$ cat src/design/assert_macros.svh
// Assertion macros used by the sample smoothing filter.
// Assumes a clock named clk and an active-low reset named arst_n in scope.
`ifndef ASSERT_MACROS_SVH
`define ASSERT_MACROS_SVH

// Check a property on every rising clock edge outside reset.
`define ASSERT_CLK(label, prop, msg) \
	label: assert property (@(posedge clk) disable iff (!arst_n) (prop)) else $error(msg);

// Check that a condition never holds outside reset.
`define ASSERT_NEVER(label, expr, msg) \
	label: assert property (@(posedge clk) disable iff (!arst_n) !(expr)) else $error(msg);

`endif

$ cat src/design/ssf_pkg.sv
// Shared types and constants of the sample smoothing filter.
// No dependencies.
package ssf_pkg;

	typedef enum logic [1:0] {
		ST_IDLE,
		ST_SUM,
		ST_DIV,
		ST_DONE
	} state_t;

	localparam int CFG_IDX_W  = 2;
	localparam int CFG_DATA_W = 16;
	localparam int MODE_W     = 1;
	localparam int WIN_W      = 6;
	localparam int ALPHA_W    = 16;

	localparam logic [CFG_IDX_W-1:0] CFG_MODE   = 2'd0;
	localparam logic [CFG_IDX_W-1:0] CFG_WINDOW = 2'd1;
	localparam logic [CFG_IDX_W-1:0] CFG_ALPHA  = 2'd2;

	localparam logic [MODE_W-1:0] MODE_EMA = 1'b0;
	localparam logic [MODE_W-1:0] MODE_AVG = 1'b1;

	localparam logic [MODE_W-1:0]  MODE_RST   = MODE_AVG;
	localparam logic [WIN_W-1:0]   WINDOW_RST = 6'd16;
	localparam logic [ALPHA_W-1:0] ALPHA_RST  = 16'd16384;

	// Q15 unity weight and rounding half.
	localparam logic [ALPHA_W:0] ALPHA_ONE = 17'd32768;
	localparam int Q15_SHIFT = 15;
	localparam int Q15_HALF  = 16384;

endpackage

$ cat src/design/ssf_in_if.sv
// Input channel of the sample smoothing filter: one sample and its record flag.
// No dependencies.
interface ssf_in_if #(
	parameter int SAMPLE_BITS = 16
);
	logic                          valid;
	logic                          ready;
	logic signed [SAMPLE_BITS-1:0] sample_in;
	logic                          record_start;

	modport source (output valid, output sample_in, output record_start, input ready);
	modport sink (input valid, input sample_in, input record_start, output ready);
endinterface

$ cat src/design/ssf_out_if.sv
// Output channel of the sample smoothing filter: one smoothed sample.
// No dependencies.
interface ssf_out_if #(
	parameter int SAMPLE_BITS = 16
);
	logic                          valid;
	logic                          ready;
	logic signed [SAMPLE_BITS-1:0] smoothed_out;

	modport source (output valid, output smoothed_out, input ready);
	modport sink (input valid, input smoothed_out, output ready);
endinterface

$ cat src/design/sample_smoothing_filter.sv
// Sample smoothing filter: moving average or Q15 exponential smoother.
// Depends on ssf_pkg, ssf_in_if, ssf_out_if and assert_macros.svh.
//
// Usage: samples enter on sample_ch (valid/ready); each beat carries a signed
// sample and a record_start flag that clears the history. Every input beat
// yields exactly one beat on result_ch. mode_q selects the moving average (1)
// or the exponential smoother (0); both track every sample, so the mode may
// change between items. Registers are written through cfg_we, cfg_index and
// cfg_data while the block is idle, a duty of the user that the block itself
// does not enforce; writes to unknown indexes are dropped.
// Timing: one item at a time. After acceptance the block sums the newest
// min(seen, window) samples from the history RAM, one read per cycle, then a
// restoring divider produces the rounded average one quotient bit per cycle.
//
// Reset clears the controls and the registers to their defaults; the first
// sample after reset starts a record. A result waits in the output register
// while result_ch stalls; the next input beat is still accepted and processed,
// and its result is held back until the output register frees up.

`include "assert_macros.svh"

module sample_smoothing_filter #(
	parameter int WINDOW_MAX  = 32,
	parameter int SAMPLE_BITS = 16
) (
	input  logic                                clk,
	input  logic                                arst_n,
	ssf_in_if.sink                              sample_ch,
	ssf_out_if.source                           result_ch,
	input  logic                                cfg_we,
	input  logic [ssf_pkg::CFG_IDX_W-1:0]       cfg_index,
	input  logic [ssf_pkg::CFG_DATA_W-1:0]      cfg_data
);

	localparam int PTR_W  = $clog2(WINDOW_MAX);
	localparam int CNT_W  = $clog2(WINDOW_MAX + 1);
	localparam int WV_W   = (CNT_W > ssf_pkg::WIN_W) ? CNT_W : ssf_pkg::WIN_W;
	localparam int SUM_W  = SAMPLE_BITS + $clog2(WINDOW_MAX);
	localparam int NUM_W  = SUM_W + 1;
	localparam int DEN_W  = CNT_W + 1;
	localparam int DCNT_W = $clog2(NUM_W + 1);
	localparam int DIFF_W = SAMPLE_BITS + 1;
	localparam int PROD_W = DIFF_W + ssf_pkg::ALPHA_W + 2;
	localparam int RND_W  = PROD_W - ssf_pkg::Q15_SHIFT;
	localparam int EMA_W  = RND_W + 1;

	localparam logic [CNT_W-1:0]  WMAX_C   = CNT_W'(WINDOW_MAX);
	localparam logic [WV_W-1:0]   WMAX_V   = WV_W'(WINDOW_MAX);
	localparam logic [PTR_W-1:0]  PTR_LAST = PTR_W'(WINDOW_MAX - 1);
	localparam logic [DCNT_W-1:0] DIV_STEPS = DCNT_W'(NUM_W);

	// Configuration registers
	logic [ssf_pkg::MODE_W-1:0]  mode_q;
	logic [ssf_pkg::WIN_W-1:0]   window_q;
	logic [ssf_pkg::ALPHA_W-1:0] alpha_q;

	// Control state
	ssf_pkg::state_t state_q, state_d;
	logic [CNT_W-1:0]  seen_q;
	logic [PTR_W-1:0]  slot_q;
	logic [CNT_W-1:0]  rd_left_q;
	logic              rd_vld_s1;
	logic [DCNT_W-1:0] div_cnt_q;
	logic              out_valid_q;

	// Datapath registers
	logic signed [SAMPLE_BITS-1:0] hist_mem [WINDOW_MAX];
	logic signed [SAMPLE_BITS-1:0] rd_data_s1;
	logic [PTR_W-1:0]              ptr_q;
	logic signed [SAMPLE_BITS-1:0] x_q;
	logic                          first_q;
	logic [CNT_W-1:0]              n_q;
	logic signed [SUM_W-1:0]       sum_q;
	logic signed [DIFF_W-1:0]      diff_q;
	logic signed [PROD_W-1:0]      prod_q;
	logic signed [SAMPLE_BITS-1:0] prev_q;
	logic                          neg_q;
	logic [NUM_W-1:0]              num_q;
	logic [DEN_W-1:0]              den_q;
	logic [DEN_W-1:0]              rem_q;
	logic signed [SAMPLE_BITS-1:0] out_data_q;

	// Combinational signals
	logic                          accept;
	logic                          rd_en;
	logic                          reads_idle;
	logic                          sum_done;
	logic                          div_en;
	logic                          load_out;
	logic                          first;
	logic [CNT_W-1:0]              seen_base;
	logic [CNT_W-1:0]              seen_new;
	logic [PTR_W-1:0]              slot_base;
	logic [PTR_W-1:0]              slot_new;
	logic [WV_W-1:0]               win_ext;
	logic [WV_W-1:0]               win_clamp;
	logic [CNT_W-1:0]              n_new;
	logic [SUM_W-1:0]              sum_mag;
	logic [DEN_W:0]                rem_sh;
	logic                          q_bit;
	logic [DEN_W:0]                rem_sub;
	logic [SAMPLE_BITS-1:0]        q_mag;
	logic signed [SAMPLE_BITS-1:0] avg;
	logic [ssf_pkg::ALPHA_W:0]     alpha_sat;
	logic                          prod_neg;
	logic [PROD_W-1:0]             prod_mag;
	logic [PROD_W-1:0]             prod_rnd;
	logic signed [EMA_W-1:0]       rnd_signed;
	logic signed [EMA_W-1:0]       ema_full;
	logic signed [SAMPLE_BITS-1:0] ema;

	// ---------------------------------------------------------------
	// Configuration port
	// ---------------------------------------------------------------
	always_ff @(posedge clk or negedge arst_n) begin
		if (!arst_n) begin
			mode_q   <= ssf_pkg::MODE_RST;
			window_q <= ssf_pkg::WINDOW_RST;
			alpha_q  <= ssf_pkg::ALPHA_RST;
		end else if (cfg_we) begin
			case (cfg_index)
				ssf_pkg::CFG_MODE:   mode_q   <= cfg_data[ssf_pkg::MODE_W-1:0];
				ssf_pkg::CFG_WINDOW: window_q <= cfg_data[ssf_pkg::WIN_W-1:0];
				ssf_pkg::CFG_ALPHA:  alpha_q  <= cfg_data[ssf_pkg::ALPHA_W-1:0];
				default: ;
			endcase
		end
	end

	// ---------------------------------------------------------------
	// Record bookkeeping for the arriving sample
	// ---------------------------------------------------------------
	always_comb begin
		first     = sample_ch.record_start || (seen_q == '0);
		seen_base = first ? '0 : seen_q;
		slot_base = first ? '0 : slot_q;
		seen_new  = (seen_base < WMAX_C) ? seen_base + 1'b1 : seen_base;
		slot_new  = (slot_base == PTR_LAST) ? '0 : slot_base + 1'b1;
		// Clamp the window to 1..WINDOW_MAX.
		win_ext   = WV_W'(window_q);
		win_clamp = win_ext;
		if (win_ext == '0)
			win_clamp = WV_W'(1);
		else if (win_ext > WMAX_V)
			win_clamp = WMAX_V;
		n_new = (WV_W'(seen_new) < win_clamp) ? seen_new : CNT_W'(win_clamp);
	end

	// ---------------------------------------------------------------
	// Sequencer
	// ---------------------------------------------------------------
	assign accept = sample_ch.valid && sample_ch.ready;
	assign sample_ch.ready = (state_q == ssf_pkg::ST_IDLE);
	assign reads_idle = !rd_vld_s1 && (rd_left_q == '0);

	always_comb begin
		state_d  = state_q;
		rd_en    = 1'b0;
		sum_done = 1'b0;
		div_en   = 1'b0;
		load_out = 1'b0;
		case (state_q)
			ssf_pkg::ST_IDLE: begin
				if (sample_ch.valid)
					state_d = ssf_pkg::ST_SUM;
			end
			ssf_pkg::ST_SUM: begin
				rd_en = (rd_left_q != '0);
				if (rd_left_q == '0 && !rd_vld_s1) begin
					sum_done = 1'b1;
					state_d  = ssf_pkg::ST_DIV;
				end
			end
			ssf_pkg::ST_DIV: begin
				div_en = 1'b1;
				if (div_cnt_q == DCNT_W'(1))
					state_d = ssf_pkg::ST_DONE;
			end
			ssf_pkg::ST_DONE: begin
				if (!out_valid_q || result_ch.ready) begin
					load_out = 1'b1;
					state_d  = ssf_pkg::ST_IDLE;
				end
			end
			default: state_d = ssf_pkg::ST_IDLE;
		endcase
	end

	always_ff @(posedge clk or negedge arst_n) begin
		if (!arst_n)
			state_q <= ssf_pkg::ST_IDLE;
		else
			state_q <= state_d;
	end

	// ---------------------------------------------------------------
	// History RAM: write the new sample, read older ones back
	// ---------------------------------------------------------------
	always_ff @(posedge clk) begin
		if (accept)
			hist_mem[slot_base] <= sample_ch.sample_in;
		if (rd_en)
			rd_data_s1 <= hist_mem[ptr_q];
	end

	always_ff @(posedge clk or negedge arst_n) begin
		if (!arst_n) begin
			seen_q    <= '0;
			slot_q    <= '0;
			rd_left_q <= '0;
			rd_vld_s1 <= 1'b0;
		end else begin
			rd_vld_s1 <= rd_en;
			if (accept) begin
				seen_q    <= seen_new;
				slot_q    <= slot_new;
				rd_left_q <= n_new - 1'b1;
			end else if (rd_en) begin
				rd_left_q <= rd_left_q - 1'b1;
			end
		end
	end

	// Running sum: start with the new sample, add each read as it returns.
	always_ff @(posedge clk) begin
		if (accept) begin
			x_q     <= sample_ch.sample_in;
			first_q <= first;
			n_q     <= n_new;
			sum_q   <= SUM_W'(sample_ch.sample_in);
			diff_q  <= DIFF_W'(sample_ch.sample_in) - DIFF_W'(prev_q);
			// Newest-first walk backwards from the slot just written.
			ptr_q   <= (slot_base == '0) ? PTR_LAST : slot_base - 1'b1;
		end else begin
			if (rd_en)
				ptr_q <= (ptr_q == '0) ? PTR_LAST : ptr_q - 1'b1;
			if (rd_vld_s1)
				sum_q <= sum_q + SUM_W'(rd_data_s1);
		end
	end

	// ---------------------------------------------------------------
	// Rounded average: (2|sum| + n) / 2n, one quotient bit per cycle
	// ---------------------------------------------------------------
	assign sum_mag = sum_q[SUM_W-1] ? SUM_W'(-sum_q) : SUM_W'(sum_q);
	assign rem_sh  = {rem_q, num_q[NUM_W-1]};
	assign q_bit   = (rem_sh >= {1'b0, den_q});
	assign rem_sub = rem_sh - {1'b0, den_q};

	always_ff @(posedge clk or negedge arst_n) begin
		if (!arst_n)
			div_cnt_q <= '0;
		else if (sum_done)
			div_cnt_q <= DIV_STEPS;
		else if (div_en)
			div_cnt_q <= div_cnt_q - 1'b1;
	end

	always_ff @(posedge clk) begin
		if (sum_done) begin
			neg_q <= sum_q[SUM_W-1];
			num_q <= {sum_mag, 1'b0} + NUM_W'(n_q);
			den_q <= {n_q, 1'b0};
			rem_q <= '0;
		end else if (div_en) begin
			num_q <= {num_q[NUM_W-2:0], q_bit};
			rem_q <= q_bit ? rem_sub[DEN_W-1:0] : rem_sh[DEN_W-1:0];
		end
	end

	assign q_mag = num_q[SAMPLE_BITS-1:0];
	assign avg   = neg_q ? -$signed(q_mag) : $signed(q_mag);

	// ---------------------------------------------------------------
	// Exponential smoother: y + round(alpha * (x - y) / 2^15)
	// ---------------------------------------------------------------
	assign alpha_sat = ({1'b0, alpha_q} > ssf_pkg::ALPHA_ONE) ? ssf_pkg::ALPHA_ONE
		: {1'b0, alpha_q};

	always_ff @(posedge clk) begin
		if (state_q == ssf_pkg::ST_SUM)
			prod_q <= PROD_W'($signed({1'b0, alpha_sat})) * PROD_W'(diff_q);
	end

	always_comb begin
		prod_neg   = prod_q[PROD_W-1];
		prod_mag   = prod_neg ? PROD_W'(-prod_q) : PROD_W'(prod_q);
		prod_rnd   = prod_mag + PROD_W'(ssf_pkg::Q15_HALF);
		rnd_signed = $signed(EMA_W'(prod_rnd[PROD_W-1:ssf_pkg::Q15_SHIFT]));
		if (prod_neg)
			rnd_signed = -rnd_signed;
		ema_full = EMA_W'(prev_q) + rnd_signed;
		ema      = first_q ? x_q : ema_full[SAMPLE_BITS-1:0];
	end

	// ---------------------------------------------------------------
	// Output register and smoother state
	// ---------------------------------------------------------------
	always_ff @(posedge clk or negedge arst_n) begin
		if (!arst_n) begin
			out_valid_q <= 1'b0;
			prev_q      <= '0;
		end else if (load_out) begin
			out_valid_q <= 1'b1;
			prev_q      <= ema;
		end else if (result_ch.ready) begin
			out_valid_q <= 1'b0;
		end
	end

	always_ff @(posedge clk) begin
		if (load_out)
			out_data_q <= (mode_q == ssf_pkg::MODE_AVG) ? avg : ema;
	end

	assign result_ch.valid        = out_valid_q;
	assign result_ch.smoothed_out = out_data_q;

	// ---------------------------------------------------------------
	// Assertions
	// ---------------------------------------------------------------
	`ASSERT_CLK(a_accept_starts_sum, accept |=> (state_q == ssf_pkg::ST_SUM), "no sum after beat")
	`ASSERT_NEVER(a_seen_bound, seen_q > WMAX_C, "sample count above window capacity")
	`ASSERT_CLK(a_div_after_reads, (state_q == ssf_pkg::ST_DIV) |-> reads_idle, "reads pending")
	`ASSERT_CLK(a_out_from_done, $rose(out_valid_q) |-> $past(load_out), "stray result beat")

endmodule

$ cat src/flat_wrapper.sv
// flat-port wrapper written by rule: the top's interface ports become plain ports
module sample_smoothing_filter_flat 
#(
	parameter int WINDOW_MAX  = 32,
	parameter int SAMPLE_BITS = 16
)
  (clk, arst_n, cfg_we, cfg_index, cfg_data, sample_ch_valid, sample_ch_sample_in, sample_ch_record_start, sample_ch_ready, result_ch_valid, result_ch_smoothed_out, result_ch_ready);
  ssf_in_if #(.SAMPLE_BITS(SAMPLE_BITS)) sample_ch_i ();
  ssf_out_if #(.SAMPLE_BITS(SAMPLE_BITS)) result_ch_i ();
  input  logic clk;
  input  logic arst_n;
  input  logic cfg_we;
  input  logic [ssf_pkg::CFG_IDX_W-1:0] cfg_index;
  input  logic [ssf_pkg::CFG_DATA_W-1:0] cfg_data;
  input wire logic [$bits(sample_ch_i.valid)-1:0] sample_ch_valid;
  input wire logic [$bits(sample_ch_i.sample_in)-1:0] sample_ch_sample_in;
  input wire logic [$bits(sample_ch_i.record_start)-1:0] sample_ch_record_start;
  output wire logic [$bits(sample_ch_i.ready)-1:0] sample_ch_ready;
  output wire logic [$bits(result_ch_i.valid)-1:0] result_ch_valid;
  output wire logic [$bits(result_ch_i.smoothed_out)-1:0] result_ch_smoothed_out;
  input wire logic [$bits(result_ch_i.ready)-1:0] result_ch_ready;
  assign sample_ch_i.valid = sample_ch_valid;
  assign sample_ch_i.sample_in = sample_ch_sample_in;
  assign sample_ch_i.record_start = sample_ch_record_start;
  assign sample_ch_ready = sample_ch_i.ready;
  assign result_ch_valid = result_ch_i.valid;
  assign result_ch_smoothed_out = result_ch_i.smoothed_out;
  assign result_ch_i.ready = result_ch_ready;
  sample_smoothing_filter #(.WINDOW_MAX(WINDOW_MAX), .SAMPLE_BITS(SAMPLE_BITS)) u_core (.clk(clk), .arst_n(arst_n), .sample_ch(sample_ch_i), .result_ch(result_ch_i), .cfg_we(cfg_we), .cfg_index(cfg_index), .cfg_data(cfg_data));
endmodule
$ cat config.mk
export PLATFORM = sky130hd
export DESIGN_NAME = sample_smoothing_filter_flat
export DESIGN_NICKNAME = d
export VERILOG_FILES = /design/src/design/ssf_pkg.sv /design/src/design/ssf_in_if.sv /design/src/design/ssf_out_if.sv /design/src/design/sample_smoothing_filter.sv /design/src/flat_wrapper.sv
export VERILOG_INCLUDE_DIRS = /design/src /design/src/design
export SDC_FILE = /design/constraint.sdc
export NUM_CORES = 2
export LEC_CHECK = 0
export BUFFER_PORTS_ARGS = -buffer_cell sky130_fd_sc_hd__buf_2
export CELL_PAD_IN_SITES_DETAIL_PLACEMENT = 0
export CELL_PAD_IN_SITES_GLOBAL_PLACEMENT = 1
export CORE_MARGIN = 1.5
export CORE_UTILIZATION = 50
export CTS_BUF_LIST = sky130_fd_sc_hd__clkbuf_4
export DETAILED_ROUTE_END_ITERATION = 7
export PLACE_DENSITY_LB_ADDON = 0.25
export SYNTH_ARGS = -nofsm -noshare
export SYNTH_HDL_FRONTEND = slang
export SYNTH_SLANG_ARGS = --single-unit
export TNS_END_PERCENT = 30
$ cat constraint.sdc
create_clock -name clk -period 10.65 [get_ports clk]
set_input_delay 2.13 -clock clk [delete_from_list [all_inputs] [get_ports clk]]
set_output_delay 2.13 -clock clk [all_outputs]
set_load 0.02 [all_outputs]
# ---- After elaboration in Yosys (flattened, before gate mapping)
# Memory sizes are Yosys's and may differ from the RTL's. A register that Yosys moved wholly into a read port is not among the register bits.
# Cells that the tools add are included.
dict set report totals {
  ff_bits 217
  mem_bits_rw 512
  input_bits 40
  output_inout_bits 18
  elab_cells 122
  memories 1
}
dict set report op_classes {
  n_addsub 17
  n_mul 1
  order_cmp 5
  eq_ne 11
  mux 42
  reduce_logical 22
}
# memory depth width rd rd_clocked_by_memory_dff wr line_no
set memory_table {}
lappend memory_table {u_core.hist_mem 32 16 1 1 1 sample_smoothing_filter.sv:67} ;# logic signed [SAMPLE_BITS-1:0] hist_mem [WINDOW_MAX];
# cell n
set op_table {}
lappend op_table {{$mux 16} 5}
lappend op_table {{$mux 21} 3}
lappend op_table {{$mux 22} 2}
lappend op_table {{$mux 6} 7}
lappend op_table {{$mux 5} 8}
lappend op_table {{$mul 17x17->34} 1}
lappend op_table {{$neg 16->16} 2}
lappend op_table {{$add 31x15->31 const B} 1}
lappend op_table {{$mux 31} 1}
lappend op_table {{$neg 31->31} 1}
lappend op_table {{$add 22x6->22} 1}
lappend op_table {{$add 21x16->21} 1}
lappend op_table {{$neg 21->21} 1}
lappend op_table {{$logic_not 6->1} 3}
lappend op_table {{$sub 16x16->17} 1}
lappend op_table {{$add 16x16->16} 1}
lappend op_table {{$gt 16x16->1 const B} 1}
lappend op_table {{$sub 5x1->5 const B} 3}
lappend op_table {{$sub 6x1->6 const B} 2}
lappend op_table {{$logic_not 5->1} 2}
lappend op_table {{$mux 1} 10}
lappend op_table {{$ge 8x7->1} 1}
lappend op_table {{$mux 2} 4}
lappend op_table {{$pmux 2 s4} 1}
lappend op_table {{other kinds (21)} 35}

# ---- Longest topological paths before layout
dict set report logic_depth {
  ltp_word 9
  ltp_mapped 29
  ltp_nobuf 27
}

# ---- Worst setup path before layout
# No wires, ideal clock.
dict set report synth_path {
  path_kind {flip-flop to flip-flop}
  startpoint {register u_core.alpha_q[8] (netlist bit)}
  endpoint {register u_core.prod_q[30] (data pin)}
  setup_ns 0.264
  arrival_ns 6.489
  t_required_ns 10.386
  slack_ns 3.898
  path_stages_with_launch 25
  path_buffers 2
  synth_period_minus_slack_ns 6.752
  cell_sequence {dfrtp_1 nor4_1 nand4_1 nand2_1 clkbuf_1 and2_1 clkbuf_1 nand2_1 fa_1 fa_1 inv_1 fa_1 inv_1 fa_1 fa_1 fa_1 inv_1 ha_1 and2_1 o21ai_0 nand3_1 a311oi_1 o21ai_0 a221oi_1 xnor2_1}
}
dict set report synth_via {
  elab_chain_cells 3
}
# item line_no
set synth_rtl {}
lappend synth_rtl {{start, declared} sample_smoothing_filter.sv:55} ;# logic [ssf_pkg::ALPHA_W-1:0] alpha_q;
lappend synth_rtl {{start signal, assigned} sample_smoothing_filter.sv:119} ;# alpha_q <= ssf_pkg::ALPHA_RST;
lappend synth_rtl {{start signal, assigned} sample_smoothing_filter.sv:124} ;# ssf_pkg::CFG_ALPHA: alpha_q <= cfg_data[ssf_pkg::ALPHA_W-1:0];
lappend synth_rtl {{$gt 16x16->1} sample_smoothing_filter.sv:277} ;# assign alpha_sat = ({1'b0, alpha_q} > ssf_pkg::ALPHA_ONE) ? ssf_pkg::ALPHA_ONE
lappend synth_rtl {{$mux 16 (*)} sample_smoothing_filter.sv:277}
lappend synth_rtl {{$mul 17x17->34 (*)} sample_smoothing_filter.sv:282} ;# prod_q <= PROD_W'($signed({1'b0, alpha_sat})) * PROD_W'(diff_q);
lappend synth_rtl {{end signal, assigned} sample_smoothing_filter.sv:282}
lappend synth_rtl {{end, declared} sample_smoothing_filter.sv:75} ;# logic signed [PROD_W-1:0] prod_q;
# Every way passes the cells marked *; elsewhere a longest branch is shown, timed or not.
# A chain may end at the register's enable or synchronous reset.

# ---- Final worst setup path
dict set report layout_path {
  startpoint {register u_core.alpha_q[2] (netlist bit)}
  endpoint {register u_core.prod_q[30] (data pin)}
}
# Same word-level chain as after synthesis.

==> results.json <==
{
  "status": "finished, final reports clean",
  "finalWeightedCongestion": 0.877,
  "io_buffers": 57,
  "postSynth.asyncResetShare": 0.0875,
  "io_pins": 58,
  "grt_max_degree": 72,
  "drcViolationCount": 0,
  "finalNonFillerCells": 4899,
  "antenna_found_initial": 9,
  "final_area_um2": 48100,
  "areaGrowthSynthToFinish_pct": 9.73,
  "max_freq_mhz": 118,
  "cts_tree": "yes",
  "synth_fp_nets": 3873,
  "yosysTopAreaCell": "edfxtp_1",
  "track_usage": 0.242,
  "cts_resized": 0,
  "relSlewSlack": 0.199,
  "synth_flop_cell": "edfxtp_1",
  "cts_root_buf": "clkbuf_4",
  "clk_pin_slew_ns": 0.07,
  "setup_viol": 0,
  "ir_drop_mv": 0.322,
  "min_period_over_period": 0.799,
  "vias": 27492,
  "maxCapViolations": 0,
  "timing.final.ws_setup_ns": 2.15,
  "clock_skew_ns": 0.0783,
  "tightest_slew_ns": 1.20,
  "die_h_um": 299,
  "synthCells": 3405,
  "worst_setup_path_end_kind": "register",
  "pwr-share-seq": 0.338,
  "dp_cells": 4536,
  "synth_edf_count": 671,
  "final-hold-violation-count": 0,
  "rsz0062_at_grt": "false",
  "start_util": 0.505,
  "netlist.area_leader.share": 0.460,
  "yosys-top-cells-count": "edfxtp_1 (671), inv_1 (397), nand2_1 (279)",
  "cts_buffer_depth": 3,
  "drive_above_1_share": 0.180,
  "syn_area_um2": 43800,
  "drt-total-wl_um": 105000,
  "power.density_nw_per_um2": 211,
  "first_global_vias": 29038,
  "wl_per_cell_um": 21.5,
  "dp_hpwl_um": 70500,
  "grt_pass1_wl_um": 164000,
  "cp-start-kind": "register",
  "crit_fanout": 47,
  "ant_nets": 0,
  "yosysWarnings": 0,
  "nNetsFinal": 4044,
  "clock-sinks": 743,
  "slew_viol_final": 0,
  "p_clk_frac": 0.251,
  "core_um2": 86800,
  "placed_area_um2": 45400,
  "rows": 108,
  "p_comb_frac": 0.411,
  "ys_seq_area_frac": 0.501,
  "utilization": 0.554,
  "cts_made_buffers": 193,
  "h-tree-depth": 4,
  "finalWorstPathRequiredPeriod_ns": 8.50,
  "drtPass1Iterations": 5,
  "yosysUniqueCellTypes": 87,
  "avgViaCountPerCell": 5.61,
  "drt_iter0_markers": 1952,
  "cp.required_ns": 11.47,
  "die_w_um": 299,
  "worstSkewPairLatency_ns": 1.10,
  "ctsHoldBuffers": 0,
  "power.leakage_nw": 18.8,
  "holdWs_ns": 0.499,
  "hold_class": "register to register",
  "synthTopCellsByArea": "edfxtp_1 (46%), fa_1 (9.8%), mux4_2 (8.2%)",
  "tns_ns": 0,
  "path_class": "register to register",
  "ys_ff_latch": 743,
  "avgSynthCellArea_um2": 12.9,
  "p_sw_frac": 0.358,
  "synth_most_common_cell": "edfxtp_1",
  "grt.overflow.total": 0,
  "power_mw": 10.1,
  "cp.arrival_ns": 9.32,
  "post_cts_buffers": 0,
  "fillers": 7235,
  "p_sw_mw": 3.64,
  "preCtsSetupSlack_ns": 2.24,
  "intPower_mw": 6.51,
  "die-area_um2": 89400
}
==> per-layer routing <==
layer | track usage | vias up | wire length [um]
met3 | 0.0455 | 180 | 6090
met5 | 0 | - | 30
li1 | - | 12601 | -
met2 | 0.409 | 833 | 52300
met4 | 0.0865 | 4 | 2850
met1 | 0.313 | 13874 | 43800
==> cell type report <==
class,instances,area (um^2),area share
Multi-Input combinational cell,2127,19900,0.413
Timing Repair Buffer,112,701,0.0146
Clock buffer,286,2150,0.0447
Clock inverter,64,445,0.00927
Sequential cell,743,21900,0.456
Tap cell,1155,1450,0.0301
Antenna cell,13,32.5,0.000677
Inverter,399,1500,0.0312
==> sequential cells by signal (all words and copies together) (netlist names), 2 cells and up <==
signal,cells
u_core.rd_left_q,6
u_core.alpha_q,16
u_core.win_ext,6
u_core.rd_data_s1,16
u_core.num_q,22
u_core.den_q,6
u_core.result_ch.smoothed_out,16
u_core.hist_mem,512
u_core.x_q,16
u_core.div_cnt_q,5
u_core.seen_q,6
u_core.sum_q,21
u_core.prev_q,16
u_core.slot_q,5
u_core.diff_q,17
u_core.prod_q,32
u_core.ptr_q,5
u_core.n_q,6
u_core.rem_q,7
u_core.state_q,2
==> cell families after synthesis <==
family	after synthesis	synth area share
simple gates	907	0.104
flops	743	0.501
buf+inv	535	0.0465
fa+ha+maj	428	0.159
compound gates	386	0.0553
mux	236	0.101
xor+xnor	170	0.0340
==> power groups by stage <==
stage                     clock network [mW]  registers [mW]  logic [mW]
after global placement                     0            3.48        4.12
after CTS                               2.63            3.42        4.22
after global routing                    2.77            3.43        4.83
after detailed placement                   0            3.49        4.18
final                                   2.55            3.43        4.17
after floorplan                            0            3.47        3.22
==> path summary, 6_finish.rpt <==
| check | start | to | slack [ns] | depth (start not counted) |
|---|---|---|---|---|
| worst min-delay path | u_core.rem_q[6] | u_core.rem_q[6] | 0.50 | 2 |
| worst max register to register | u_core.alpha_q[2] | u_core.prod_q[30] | 2.15 | 22 |
| min in group asynchronous | arst_n | u_core.alpha_q[13] | 0.90 | 1 |
| worst max-delay path | u_core.alpha_q[2] | u_core.prod_q[30] | 2.15 | 22 |
| max in group asynchronous | arst_n | u_core.win_ext[5] | 8.63 | 2 |
| worst min register to register | u_core.rem_q[6] | u_core.rem_q[6] | 0.50 | 2 |
==> cells in the final DEF (no fill, tap or decap), types with 133 or more instances in the layout <==
cell type	instances
edfxtp_1	671
inv_1	396
clkbuf_4	286
nand2_1	279
fa_1	214
ha_1	213
nor2_1	176
mux4_2	160
o21ai_0	134
and2_1	133
==> critical path, cell delays in order, from the launching register on <==
cell and delay (ns):
dfrtp_1 0.39, nor3_1 0.48, nand4_1 0.15, nand2_1 0.78, and2_1 0.56, nand2_1 0.16
fa_1 0.54, fa_1 0.50, inv_1 0.05, fa_1 0.50, inv_1 0.06, fa_1 0.54
fa_1 0.43, fa_1 0.49, inv_1 0.04, ha_1 0.34, and2_1 0.20, o21ai_0 0.24
nand3_1 0.17, a311oi_1 0.69, o21ai_0 0.39, a221oi_1 0.42, xnor2_1 0.11
Note: power is estimated with default switching activity, not from simulation.
